===== src/sha256_pkg.sv =====
// sha256_pkg: shared types, constants and round functions for the sha-256 stream hasher
// depends on nothing
package sha256_pkg;

  localparam int QueueDepth = 4;

  // front-end operation codes
  typedef enum logic [0:0] {
    OP_ABSORB = 1'b0,
    OP_FINISH = 1'b1
  } op_t;

  // word moved from front to back through the queue
  typedef struct packed {
    op_t        op;
    logic [7:0] data;
  } cmd_t;

  typedef enum logic [2:0] {
    ST_IDLE,
    ST_PAD,
    ST_LOAD,
    ST_ROUND,
    ST_UPDATE,
    ST_EMIT
  } state_t;

  localparam logic [255:0] InitHash = {
    32'h5be0cd19, 32'h1f83d9ab, 32'h9b05688c, 32'h510e527f,
    32'ha54ff53a, 32'h3c6ef372, 32'hbb67ae85, 32'h6a09e667
  };

  localparam logic [7:0] PadByte = 8'h80;
  localparam logic [5:0] LenStart = 6'd56;

  function automatic logic [31:0] round_const(input logic [5:0] idx);
    logic [31:0] k [64];
    k = '{
      32'h428a2f98, 32'h71374491, 32'hb5c0fbcf, 32'he9b5dba5,
      32'h3956c25b, 32'h59f111f1, 32'h923f82a4, 32'hab1c5ed5,
      32'hd807aa98, 32'h12835b01, 32'h243185be, 32'h550c7dc3,
      32'h72be5d74, 32'h80deb1fe, 32'h9bdc06a7, 32'hc19bf174,
      32'he49b69c1, 32'hefbe4786, 32'h0fc19dc6, 32'h240ca1cc,
      32'h2de92c6f, 32'h4a7484aa, 32'h5cb0a9dc, 32'h76f988da,
      32'h983e5152, 32'ha831c66d, 32'hb00327c8, 32'hbf597fc7,
      32'hc6e00bf3, 32'hd5a79147, 32'h06ca6351, 32'h14292967,
      32'h27b70a85, 32'h2e1b2138, 32'h4d2c6dfc, 32'h53380d13,
      32'h650a7354, 32'h766a0abb, 32'h81c2c92e, 32'h92722c85,
      32'ha2bfe8a1, 32'ha81a664b, 32'hc24b8b70, 32'hc76c51a3,
      32'hd192e819, 32'hd6990624, 32'hf40e3585, 32'h106aa070,
      32'h19a4c116, 32'h1e376c08, 32'h2748774c, 32'h34b0bcb5,
      32'h391c0cb3, 32'h4ed8aa4a, 32'h5b9cca4f, 32'h682e6ff3,
      32'h748f82ee, 32'h78a5636f, 32'h84c87814, 32'h8cc70208,
      32'h90befffa, 32'ha4506ceb, 32'hbef9a3f7, 32'hc67178f2
    };
    return k[idx];
  endfunction

  function automatic logic [31:0] ror(input logic [31:0] v, input int n);
    return (v >> n) | (v << (32 - n));
  endfunction

  function automatic logic [31:0] sig0(input logic [31:0] x);
    return ror(x, 7) ^ ror(x, 18) ^ (x >> 3);
  endfunction

  function automatic logic [31:0] sig1(input logic [31:0] x);
    return ror(x, 17) ^ ror(x, 19) ^ (x >> 10);
  endfunction

  function automatic logic [31:0] bsig0(input logic [31:0] x);
    return ror(x, 2) ^ ror(x, 13) ^ ror(x, 22);
  endfunction

  function automatic logic [31:0] bsig1(input logic [31:0] x);
    return ror(x, 6) ^ ror(x, 11) ^ ror(x, 25);
  endfunction

endpackage


===== src/sha256_queue.sv =====
// sha256_queue: small fifo of command words between the front and back parts
// depends on sha256_pkg
module sha256_queue #(
  parameter int Depth = sha256_pkg::QueueDepth
) (
  input  logic              clk,
  input  logic              rst,
  input  logic              wr_valid,
  output logic              wr_ready,
  input  sha256_pkg::cmd_t  wr_data,
  output logic              rd_valid,
  input  logic              rd_ready,
  output sha256_pkg::cmd_t  rd_data
);

  localparam int AW = (Depth > 1) ? $clog2(Depth) : 1;

  sha256_pkg::cmd_t mem [Depth];
  logic [AW-1:0] wr_ptr;
  logic [AW-1:0] rd_ptr;
  logic [AW:0]   count;
  logic          do_wr;
  logic          do_rd;

  assign wr_ready = (count != (AW+1)'(Depth));
  assign rd_valid = (count != '0);
  assign rd_data  = mem[rd_ptr];
  assign do_wr    = wr_valid && wr_ready;
  assign do_rd    = rd_valid && rd_ready;

  // storage
  always_ff @(posedge clk) begin
    if (do_wr) begin
      mem[wr_ptr] <= wr_data;
    end
  end

  // pointers and fill count
  always_ff @(posedge clk) begin
    if (rst) begin
      wr_ptr <= '0;
      rd_ptr <= '0;
      count  <= '0;
    end else begin
      if (do_wr) begin
        wr_ptr <= (wr_ptr == AW'(Depth - 1)) ? '0 : wr_ptr + 1'b1;
      end
      if (do_rd) begin
        rd_ptr <= (rd_ptr == AW'(Depth - 1)) ? '0 : rd_ptr + 1'b1;
      end
      count <= count + (AW+1)'(do_wr) - (AW+1)'(do_rd);
    end
  end

endmodule


===== src/sha256_front.sv =====
// sha256_front: input stage that accepts words and classifies them into commands
// depends on sha256_pkg
module sha256_front (
  input  logic             clk,
  input  logic             rst,
  input  logic             in_valid,
  output logic             in_ready,
  input  logic             in_op,
  input  logic [7:0]       in_data,
  output logic             cmd_valid,
  input  logic             cmd_ready,
  output sha256_pkg::cmd_t cmd
);

  logic             held;
  sha256_pkg::cmd_t held_cmd;

  assign in_ready  = !held || cmd_ready;
  assign cmd_valid = held;
  assign cmd       = held_cmd;

  // register stage in front of the queue
  always_ff @(posedge clk) begin
    if (rst) begin
      held <= 1'b0;
    end else if (in_ready) begin
      held <= in_valid;
    end
  end

  always_ff @(posedge clk) begin
    if (in_ready && in_valid) begin
      held_cmd.op   <= sha256_pkg::op_t'(in_op);
      held_cmd.data <= in_data;
    end
  end

endmodule


===== src/sha256_back.sv =====
// sha256_back: block buffer, message schedule, round engine and digest output
// depends on sha256_pkg
module sha256_back (
  input  logic             clk,
  input  logic             rst,
  input  logic             cmd_valid,
  output logic             cmd_ready,
  input  sha256_pkg::cmd_t cmd,
  output logic             out_valid,
  input  logic             out_ready,
  output logic [31:0]      out_word,
  output logic [2:0]       out_index,
  output logic             out_last
);

  sha256_pkg::state_t state, state_next;

  logic [31:0]  buf_mem [16];
  logic [5:0]   fill;
  logic [63:0]  total;
  logic [255:0] hash;
  logic [31:0]  w [16];
  logic [31:0]  a, b, c, d, e, f, g, h;
  logic [5:0]   rnd;
  logic [5:0]   pad_pos;
  logic         final_blk;
  logic         pad_more;
  logic [2:0]   emit_idx;

  logic         buf_we;
  logic [5:0]   buf_wa;
  logic [7:0]   buf_wd;
  logic [63:0]  bits;
  logic [31:0]  w_new;
  logic [31:0]  w_cur;
  logic [31:0]  t1;
  logic [31:0]  t2;

  assign bits  = {total[60:0], 3'b000};
  assign w_cur = w[0];
  assign w_new = sha256_pkg::sig1(w[14]) + w[9] + sha256_pkg::sig0(w[1]) + w[0];
  assign t1    = h + sha256_pkg::bsig1(e) + ((e & f) ^ (~e & g))
                 + sha256_pkg::round_const(rnd) + w_cur;
  assign t2    = sha256_pkg::bsig0(a) + ((a & b) ^ (a & c) ^ (b & c));

  assign cmd_ready = (state == sha256_pkg::ST_IDLE);
  assign out_valid = (state == sha256_pkg::ST_EMIT);
  assign out_word  = hash[32*emit_idx +: 32];
  assign out_index = emit_idx;
  assign out_last  = (emit_idx == 3'd7);

  // next state and buffer write port
  always_comb begin
    state_next = state;
    buf_we     = 1'b0;
    buf_wa     = pad_pos;
    buf_wd     = 8'h00;
    case (state)
      sha256_pkg::ST_IDLE: begin
        if (cmd_valid) begin
          buf_we = 1'b1;
          buf_wa = fill;
          if (cmd.op == sha256_pkg::OP_ABSORB) begin
            buf_wd = cmd.data;
            if (fill == 6'd63) begin
              state_next = sha256_pkg::ST_LOAD;
            end
          end else begin
            buf_wd = sha256_pkg::PadByte;
            // pad byte in the last slot leaves nothing to pad in this block
            if (fill == 6'd63) begin
              state_next = sha256_pkg::ST_LOAD;
            end else begin
              state_next = sha256_pkg::ST_PAD;
            end
          end
        end
      end
      sha256_pkg::ST_PAD: begin
        buf_we = 1'b1;
        if (final_blk && pad_pos >= sha256_pkg::LenStart) begin
          buf_wd = bits[8*(6'd63 - pad_pos) +: 8];
        end
        if (pad_pos == 6'd63) begin
          state_next = sha256_pkg::ST_LOAD;
        end
      end
      sha256_pkg::ST_LOAD: begin
        if (rnd == 6'd15) begin
          state_next = sha256_pkg::ST_ROUND;
        end
      end
      sha256_pkg::ST_ROUND: begin
        if (rnd == 6'd63) begin
          state_next = sha256_pkg::ST_UPDATE;
        end
      end
      sha256_pkg::ST_UPDATE: begin
        if (final_blk) begin
          state_next = sha256_pkg::ST_EMIT;
        end else if (pad_more) begin
          state_next = sha256_pkg::ST_PAD;
        end else begin
          state_next = sha256_pkg::ST_IDLE;
        end
      end
      sha256_pkg::ST_EMIT: begin
        if (out_ready && emit_idx == 3'd7) begin
          state_next = sha256_pkg::ST_IDLE;
        end
      end
      default: state_next = sha256_pkg::ST_IDLE;
    endcase
  end

  always_ff @(posedge clk) begin
    if (rst) begin
      state <= sha256_pkg::ST_IDLE;
    end else begin
      state <= state_next;
    end
  end

  // block buffer memory, one byte lane written per cycle while buf_we is set
  always_ff @(posedge clk) begin
    if (buf_we) begin
      buf_mem[buf_wa[5:2]][8*(2'd3 - buf_wa[1:0]) +: 8] <= buf_wd;
    end
  end

  // control and hash state
  always_ff @(posedge clk) begin
    if (rst) begin
      fill      <= '0;
      total     <= '0;
      hash      <= sha256_pkg::InitHash;
      rnd       <= '0;
      pad_pos   <= '0;
      final_blk <= 1'b0;
      pad_more  <= 1'b0;
      emit_idx  <= '0;
    end else begin
      case (state)
        sha256_pkg::ST_IDLE: begin
          rnd <= '0;
          if (cmd_valid) begin
            if (cmd.op == sha256_pkg::OP_ABSORB) begin
              fill    <= fill + 1'b1;
              total   <= total + 64'd1;
              pad_pos <= '0;
            end else begin
              pad_pos   <= fill + 1'b1;
              final_blk <= (fill < 6'd56);
              pad_more  <= !(fill < 6'd56);
            end
          end
        end
        sha256_pkg::ST_PAD: begin
          // wraps to zero at the end of the block
          pad_pos <= pad_pos + 1'b1;
          rnd     <= '0;
        end
        sha256_pkg::ST_LOAD: begin
          rnd <= (rnd == 6'd15) ? '0 : rnd + 1'b1;
        end
        sha256_pkg::ST_ROUND: begin
          rnd <= rnd + 1'b1;
        end
        sha256_pkg::ST_UPDATE: begin
          hash <= {hash[255:224] + h, hash[223:192] + g, hash[191:160] + f,
                   hash[159:128] + e, hash[127:96] + d, hash[95:64] + c,
                   hash[63:32] + b, hash[31:0] + a};
          rnd <= '0;
          // overflowing pad: the next block carries the length and is final
          if (!final_blk && pad_more) begin
            final_blk <= 1'b1;
            pad_more  <= 1'b0;
          end
          emit_idx <= '0;
        end
        sha256_pkg::ST_EMIT: begin
          if (out_ready) begin
            emit_idx <= emit_idx + 1'b1;
            if (emit_idx == 3'd7) begin
              hash      <= sha256_pkg::InitHash;
              fill      <= '0;
              total     <= '0;
              final_blk <= 1'b0;
              pad_more  <= 1'b0;
              pad_pos   <= '0;
            end
          end
        end
        default: ;
      endcase
    end
  end

  // schedule window and working variables
  always_ff @(posedge clk) begin
    case (state)
      sha256_pkg::ST_LOAD: begin
        for (int i = 0; i < 15; i++) begin
          w[i] <= w[i+1];
        end
        w[15] <= buf_mem[rnd[3:0]];
        {h, g, f, e, d, c, b, a} <= hash;
      end
      sha256_pkg::ST_ROUND: begin
        for (int i = 0; i < 15; i++) begin
          w[i] <= w[i+1];
        end
        w[15] <= w_new;
        h <= g;
        g <= f;
        f <= e;
        e <= d + t1;
        d <= c;
        c <= b;
        b <= a;
        a <= t1 + t2;
      end
      default: ;
    endcase
  end

endmodule


===== src/sha256_stream_hasher_unit.sv =====
// sha256_stream_hasher_unit: top level of the streaming sha-256 hasher
// depends on sha256_pkg, sha256_front, sha256_queue, sha256_back
//
// usage
//   s_axis carries one word per item: tdata[7:0] is the message byte and
//   tuser is the operation (0 absorb the byte, 1 finish the message).
//   m_axis returns eight digest words after each finish, tdata[31:0] the
//   digest word and tdata[34:32] its index, with tlast on the eighth.
// processing
//   the back end takes absorbed bytes only while idle; the 64th byte of a
//   block starts a compression of load, round and update steps, paced
//   by the single shared round unit over one buffer port.
//   a finish pads the rest of the block, compresses one or two blocks
//   and then presents eight words, one per cycle when taken.
// reset
//   rst clears the queue, restores the initial hash values, the fill count
//   and the byte count; the block buffer holds no reset value.
// stall
//   while m_axis_tready is low the back end holds the current word, the
//   queue fills and then s_axis_tready drops.
module sha256_stream_hasher_unit #(
  parameter int QueueDepth = sha256_pkg::QueueDepth
) (
  input  logic        clk,
  input  logic        rst,
  input  logic        s_axis_tvalid,
  output logic        s_axis_tready,
  input  logic [7:0]  s_axis_tdata,   // data_byte[7:0]
  input  logic        s_axis_tuser,   // operation
  output logic        m_axis_tvalid,
  input  logic        m_axis_tready,
  output logic [39:0] m_axis_tdata,   // digest_word[31:0], word_index[34:32], zero fill
  output logic        m_axis_tlast    // last_word
);

  logic             f_valid, f_ready;
  sha256_pkg::cmd_t f_cmd;
  logic             q_valid, q_ready;
  sha256_pkg::cmd_t q_cmd;
  logic [31:0]      word;
  logic [2:0]       idx;

  sha256_front u_front (
    .clk(clk), .rst(rst),
    .in_valid(s_axis_tvalid), .in_ready(s_axis_tready),
    .in_op(s_axis_tuser), .in_data(s_axis_tdata),
    .cmd_valid(f_valid), .cmd_ready(f_ready), .cmd(f_cmd)
  );

  sha256_queue #(.Depth(QueueDepth)) u_queue (
    .clk(clk), .rst(rst),
    .wr_valid(f_valid), .wr_ready(f_ready), .wr_data(f_cmd),
    .rd_valid(q_valid), .rd_ready(q_ready), .rd_data(q_cmd)
  );

  sha256_back u_back (
    .clk(clk), .rst(rst),
    .cmd_valid(q_valid), .cmd_ready(q_ready), .cmd(q_cmd),
    .out_valid(m_axis_tvalid), .out_ready(m_axis_tready),
    .out_word(word), .out_index(idx), .out_last(m_axis_tlast)
  );

  assign m_axis_tdata = {5'd0, idx, word};

endmodule


===== config.mk =====
export PLATFORM = sky130hd
export DESIGN_NAME = sha256_stream_hasher_unit
export DESIGN_NICKNAME = d
export VERILOG_FILES = /design/src/sha256_pkg.sv /design/src/sha256_queue.sv /design/src/sha256_front.sv /design/src/sha256_back.sv /design/src/sha256_stream_hasher_unit.sv
export SDC_FILE = /design/constraint.sdc
export NUM_CORES = 2
export LEC_CHECK = 0
export BUFFER_PORTS_ARGS = -buffer_cell sky130_fd_sc_hd__buf_4
export CORE_AREA = 8 8 428 346
export CTS_BUF_LIST = sky130_fd_sc_hd__clkbuf_4 sky130_fd_sc_hd__clkbuf_8
export DETAILED_ROUTE_END_ITERATION = 7
export DIE_AREA = 0 0 436 354
export PLACE_DENSITY_LB_ADDON = 0.15
export SYNTH_ARGS = -nofsm -noshare
export SYNTH_HDL_FRONTEND = slang
export SYNTH_HIERARCHICAL = 1
export SYNTH_SLANG_ARGS = --single-unit

===== constraint.sdc =====
create_clock -name clk -period 46.9 [get_ports clk]
set_input_delay 14.07 -clock clk [delete_from_list [all_inputs] [get_ports clk]]
set_output_delay 14.07 -clock clk [all_outputs]
set_load 0.05 [all_outputs]

# Yosys cells after proc, flatten, opt, wreduce, memory -nomap -nowiden
# Memories as Yosys holds them, arrays and structs flattened. A register that Yosys moved wholly into a read port is not among the register bits.
# Index checks and enable logic that the tools add are counted.
# W data, S select, Z words.
dict set report word_totals {
  register_bits 619
  latchBits 0
  ramBits 1060
  rom_bits 2048
  input_bits 13
  output_inout_bits 43
  elab_cells 246
  n_memories 4
}
dict set report op_classes {
  addsub 30
  multipliers 0
  div 0
  magnitude_cmp 3
  eq_ne 24
  shift 4
  mux 89
  bitwise 44
  reduce_logical 25
}
# memory depth width read_ports rd_ports_with_merged_regs wr line_no
set memory_table {}
lappend memory_table {{(name not given)} 64 32 1 0 0 sha256_pkg.sv:56} ;# return k[idx];
lappend memory_table {u_back.buf_mem 16 32 1 1 1 sha256_back.sv:18} ;# logic [31:0] buf_mem [16];
lappend memory_table {u_back.w 16 32 16 0 16 sha256_back.sv:22} ;# logic [31:0] w [16];
lappend memory_table {u_queue.mem 4 9 1 1 1 sha256_queue.sv:18} ;# sha256_pkg::cmd_t mem [Depth];
# cell count
set ops {}
lappend ops {{$mux W32} 19}
lappend ops {{$add A32 B32 Y32} 18}
lappend ops {{$mux W256} 2}
lappend ops {{$pmux W256 S2} 1}
lappend ops {{$pmux W32 S2} 8}
lappend ops {{$xor A32 B32 Y32} 9}
lappend ops {{$mux W64} 4}
lappend ops {{$shiftx A256 B9 Y32} 1}
lappend ops {{$and A32 B32 Y32} 5}
lappend ops {{$pmux W64 S2} 1}
lappend ops {{$add A64 B1 Y64 const B} 1}
lappend ops {{$shiftx A64 B33 Y8} 1}
lappend ops {{$mux W6} 9}
lappend ops {{$pmux W6 S3} 2}
lappend ops {{$neg A32 Y34} 1}
lappend ops {{$shift A8 B34 Y32 const A} 1}
lappend ops {{$shiftx A8 B34 Y32} 1}
lappend ops {{$not A32 Y32} 1}
lappend ops {{$or A10 B32 Y32} 1}
lappend ops {{$or A13 B32 Y32} 1}
lappend ops {{$or A14 B32 Y32} 1}
lappend ops {{$or A15 B32 Y32} 1}
lappend ops {{$or A19 B32 Y32} 1}
lappend ops {{$or A21 B32 Y32} 1}
lappend ops {{other kinds (51)} 128}

# Logic depth before layout (Yosys ltp)
dict set report depth {
  depth_word 9
  ltp_mapped 37
  ltp_nobuf 35
}

# Cells and area by module
# The synthesis kept the hierarchy.
# mod n_inst cells_each area_each_um2 seq_area_each_um2
set modules_own_cells {}
lappend modules_own_cells {sha256_back 1 7254 88758.9 45383.5}
lappend modules_own_cells {sha256_queue 1 96 1780.5 1261.2}
lappend modules_own_cells {sha256_front 1 14 325.3 290.3}
lappend modules_own_cells {sha256_stream_hasher_unit 1 6 41.3 0.0}

# Least setup slack after synthesis
# OpenSTA, ideal clock, no wires.
dict set report synth_timing {
  kind {reg2reg}
  from {register u_back.state[1]}
  to {memory u_back.w[15][24] (netlist: u_back/w[1][248]), data pin}
  setup_ps 259
  arrival_ps 27046
  required_ps 46641
  path_slack_ps 19595
  path_stages_with_launch 7
  path_buffers 2
  synth_period_minus_slack_ps 27305
  path_cell_list {dfxtp_1 -> clkbuf_1 -> nor2b_1 -> clkbuf_1 -> nand2_1 -> and4_1 -> a211o_1}
}
# item line_no
set synth_lines {}
lappend synth_lines {{from (decl)} sha256_back.sv:16} ;# sha256_pkg::state_t state, state_next;
lappend synth_lines {{from (signal assigned)} sha256_back.sv:118} ;# state <= sha256_pkg::ST_IDLE;
lappend synth_lines {{from (signal assigned)} sha256_back.sv:120} ;# state <= state_next;
lappend synth_lines {{to (decl)} sha256_back.sv:22}

# Worst setup path in the final report
dict set report layout_timing {
  from {register u_back.emit_idx[0] (netlist: u_back/out_index[0])}
  to {output port m_axis_tdata[30]}
}
dict set report layout_between {
  elab_chain_len 1
}
# item line_no
set layout_lines {}
lappend layout_lines {{from (decl)} sha256_back.sv:28} ;# logic [2:0] emit_idx;
lappend layout_lines {{from (signal assigned)} sha256_back.sv:183} ;# emit_idx <= emit_idx + 1'b1;
lappend layout_lines {{$shiftx A256 B9 Y32} sha256_back.sv:48} ;# assign out_word = hash[32*emit_idx +: 32];
lappend layout_lines {{to (decl)} sha256_stream_hasher_unit.sv:32} ;# output logic [39:0] m_axis_tdata,
# Every way passes these cells.

==> run metrics <==
register clock-pin slew on the reported worst setup and hold paths approximately 0.06 ns; Max-Cap Viols 0; CP Data Arrival Time roughly 3.8 ns; core outline area ~140000 sq um; Hold Crit Endpoint u_back/w[1][121]; R2R setup slack around 35 ns; top cells by instance count after synthesis 1325 x edfxtp_1, 516 x nor2_1, 460 x a21oi_1, 450 x nand2_1, 440 x xnor2_1; met3 track utilization from global routing slightly above 10%; number of nets in the layout 8021; Hold Path Class reg2reg; startpoint of the worst hold path u_back/w[1][153]; post-route minimum period around 18 ns; standard-cell row count roughly 120; wire length per cell about 27 microns; length in cells of the worst reg-to-reg path 32; I/O pin count 56; transition time at the pin with the least slew margin 1.290 ns; fraction of synthesis flops using an asynchronous set or reset pin 0%; Synth Cell Area 90910 sq um; number of global-route vias before repair 58870; wire length of the first global-routing pass around 380000 microns; area fraction of the dominant cell type after synthesis about 44%; detail-routed via count per cell between 6 and 7; synthesized instance count about 7400; leading cell type by number of instances after synthesis edfxtp_1; number of setup violations in the final report 0; total wirelength of the detailed-routed design between 200000 and 300000 microns; CTS sink cnt 1682; final RePlAce weighted congestion 0.9767; Max Fclk about 56 MHz; most common flop cell mapped by yosys edfxtp_1; maximum number of pins on one net before global-route repair 180; initial antenna violation count 5; Remaining Overflow, GRT 0; unrepaired setup endpoints after global routing no; number of endpoints with negative hold slack in the final report 0; Slew Viols, Final 0; Slew HR about an eighth; met2 track utilization from global routing a little over two fifths; Residual DRC 0; CP endpoint kind primary output; result of the run finished clean; post-route ant nets 0; number of H-tree levels 5; Die X-Extent 436 microns; TritonRoute pass-1 iters 7; area delta synth->final 8.024%; Critical R2R Capture u_back/a[30]; sort of element at the start of the critical path flip-flop; die boundary height approximately 350 microns; CTS tree built; leading post-synthesis cells by cell area edfxtp_1 44%, dfxtp_1 7.9%, mux4_2 6.3%; syn avg cell area about 12 sq um; met1 usage around half; Final Cycle Share between 30% and 40%; sum of negative setup slack 0 ns; post-CTS repair timing setup buffer count 0; global-route layer with the greatest usage met1; HPWL after detailed placement 184300 microns; CTS root buffer clkbuf_8; first-iteration detailed-routing DRC count between 8000 and 9000; worst setup path class reg2out; library cell occupying the most area in the post-synthesis netlist edfxtp_1; endpoint required time on the critical path ~33 ns; quantity of I/O buffers inserted on ports 50; Worst Skew between 0.06 and 0.07 ns; Tot GR Track Use about a third; total of cells resized after clock tree synthesis 0; Warnings, synthesis 6; die area about 150000 sq um; largest fanout on the critical path 41; clock buffers created by TritonCTS 278; worst hold path stage count 0; sequential fraction of the synthesis area slightly above 50%; clock insertion delay at the later pin of the skew report roughly 1 ns; fraction of layout cells with a size suffix above 1 roughly 15%; synthesized flop and latch total approximately 1700; vias post-DR between 60000 and 70000; number of hold-repair buffers added at the cts stage 0; Cell variety after synth 93; initial cell density of the core between 60% and 70%; clk buf depth 4; startpoint of the lowest-slack register-to-register path u_back/rnd[0]; Post-synth EDFFs ~1300
## routing by layer
metal | part of all wire, % | vias to the layer above
met2 | 40 | 3524
met4 | 2.5 | 2
met5 | 0.0043 | -
met1 | 44 | 31000
met3 | 13 | 477
li1 | - | 27560
## kinds of logic after synthesis
family	after synthesis	synth area share (%)
other	1	0.004125
multiplexers	536	9.731
AO/OA/AOI/OAI	1630	11.26
buffers and inverters	642	2.707
XOR/XNOR	618	5.954
AND/OR/NAND/NOR	1629	8.481
flip-flops	1682	51.63
adder cells (fa/ha/maj)	632	10.23
## through the flow
| stage | worst slack, ns | instances | area, sq um | hold WS [ns] | utilization [%] |
|---|---|---|---|---|---|
| floorplan | 19.60 | 7374 | 90920 | 0.4003 | - |
| global route | 28.81 | 9478 | 98190 | 0.3965 | 69.39 |
| global placement | 29.29 | 9016 | 92890 | 0.4002 | 65.65 |
| CTS | 28.91 | 9475 | 98180 | 0.3861 | 69.39 |
| finish | 29.03 | 9484 | 98200 | 0.3803 | 69.40 |
| detailed placement | 29.29 | 9016 | 92890 | 0.4045 | 65.65 |
## flip-flops by register name (all words and copies together) (netlist names), 36 cells and up, named ones only
signal,flops
u_back/total,61
u_queue/mem,36
u_back/w,512
u_back/hash,256
u_back/buf_mem,512
## worst max path at each step
stage                     slack, ns          endpoint                 from  cells past startpoint
after floorplan               19.60  u_back/w[1][248]      u_back/state[1]                      6
after global placement        29.29  u_back/hash[223]        m_axis_tready                     13
after detailed placement      29.29  u_back/hash[223]        m_axis_tready                     13
after CTS                     28.91  m_axis_tdata[30]  u_back/out_index[0]                      4
after global routing          28.81  m_axis_tdata[29]  u_back/out_index[0]                      4
final                         29.03  m_axis_tdata[30]  u_back/out_index[0]                      4
## layout make-up
cell class,instances,area [sq um]
multi-input combinational,5050,41610
tap,1890,2365
fill,10030,43300
antenna,9,22.52
clock inverter,70,478.0
clock buffer,389,4810
inverter,275,1032
timing repair buffer,119,922.1
sequential,1682,46960
## layout by cell type, fill, tap and decap left out, drive strengths merged, types with 17 or more instances in the layout
| cell | synthesis | routed |
|---|---|---|
| clkinv | 3 | 61 |
| inv | 272 | 273 |
| o311ai | 18 | 18 |
| mux2i | 40 | 40 |
| buf | 66 | 119 |
| o211ai | 38 | 38 |
| ha | 406 | 406 |
| mux2 | 242 | 242 |
| o21bai | 49 | 49 |
| o22ai | 85 | 85 |
| or3 | 53 | 53 |
| maj3 | 30 | 30 |
| nor3 | 83 | 83 |
| nand3b | 20 | 20 |
| dfxtp | 357 | 357 |
| nand4 | 38 | 38 |
| edfxtp | 1325 | 1325 |
| clkbuf | 301 | 389 |
| o31ai | 32 | 32 |
| nand2b | 148 | 148 |
| and2 | 23 | 23 |
| nand3 | 104 | 104 |
| a21o | 160 | 160 |
| fa | 196 | 196 |
| nor2 | 517 | 517 |
| and3 | 54 | 54 |
| mux4 | 254 | 254 |
| o21a | 48 | 48 |
| a22oi | 70 | 70 |
| a21oi | 461 | 461 |
| a31oi | 45 | 45 |
| xnor2 | 440 | 440 |
| o21ai | 395 | 395 |
| nand2 | 452 | 452 |
| a211o | 24 | 24 |
| nor4 | 22 | 22 |
| a21boi | 17 | 17 |
| a211oi | 47 | 47 |
| nor2b | 60 | 60 |
| xor2 | 178 | 178 |
## worst max-delay path, stage by stage (launching register included)
cell	delay (ns)
dfxtp_4	0.77
buf_4	0.82
mux4_2	0.65
mux2_2	0.31
buf_4	0.20
Power is left out: the tool's default activity adds up to more than one toggle a clock period on the data nets, which glitch-free logic cannot reach.
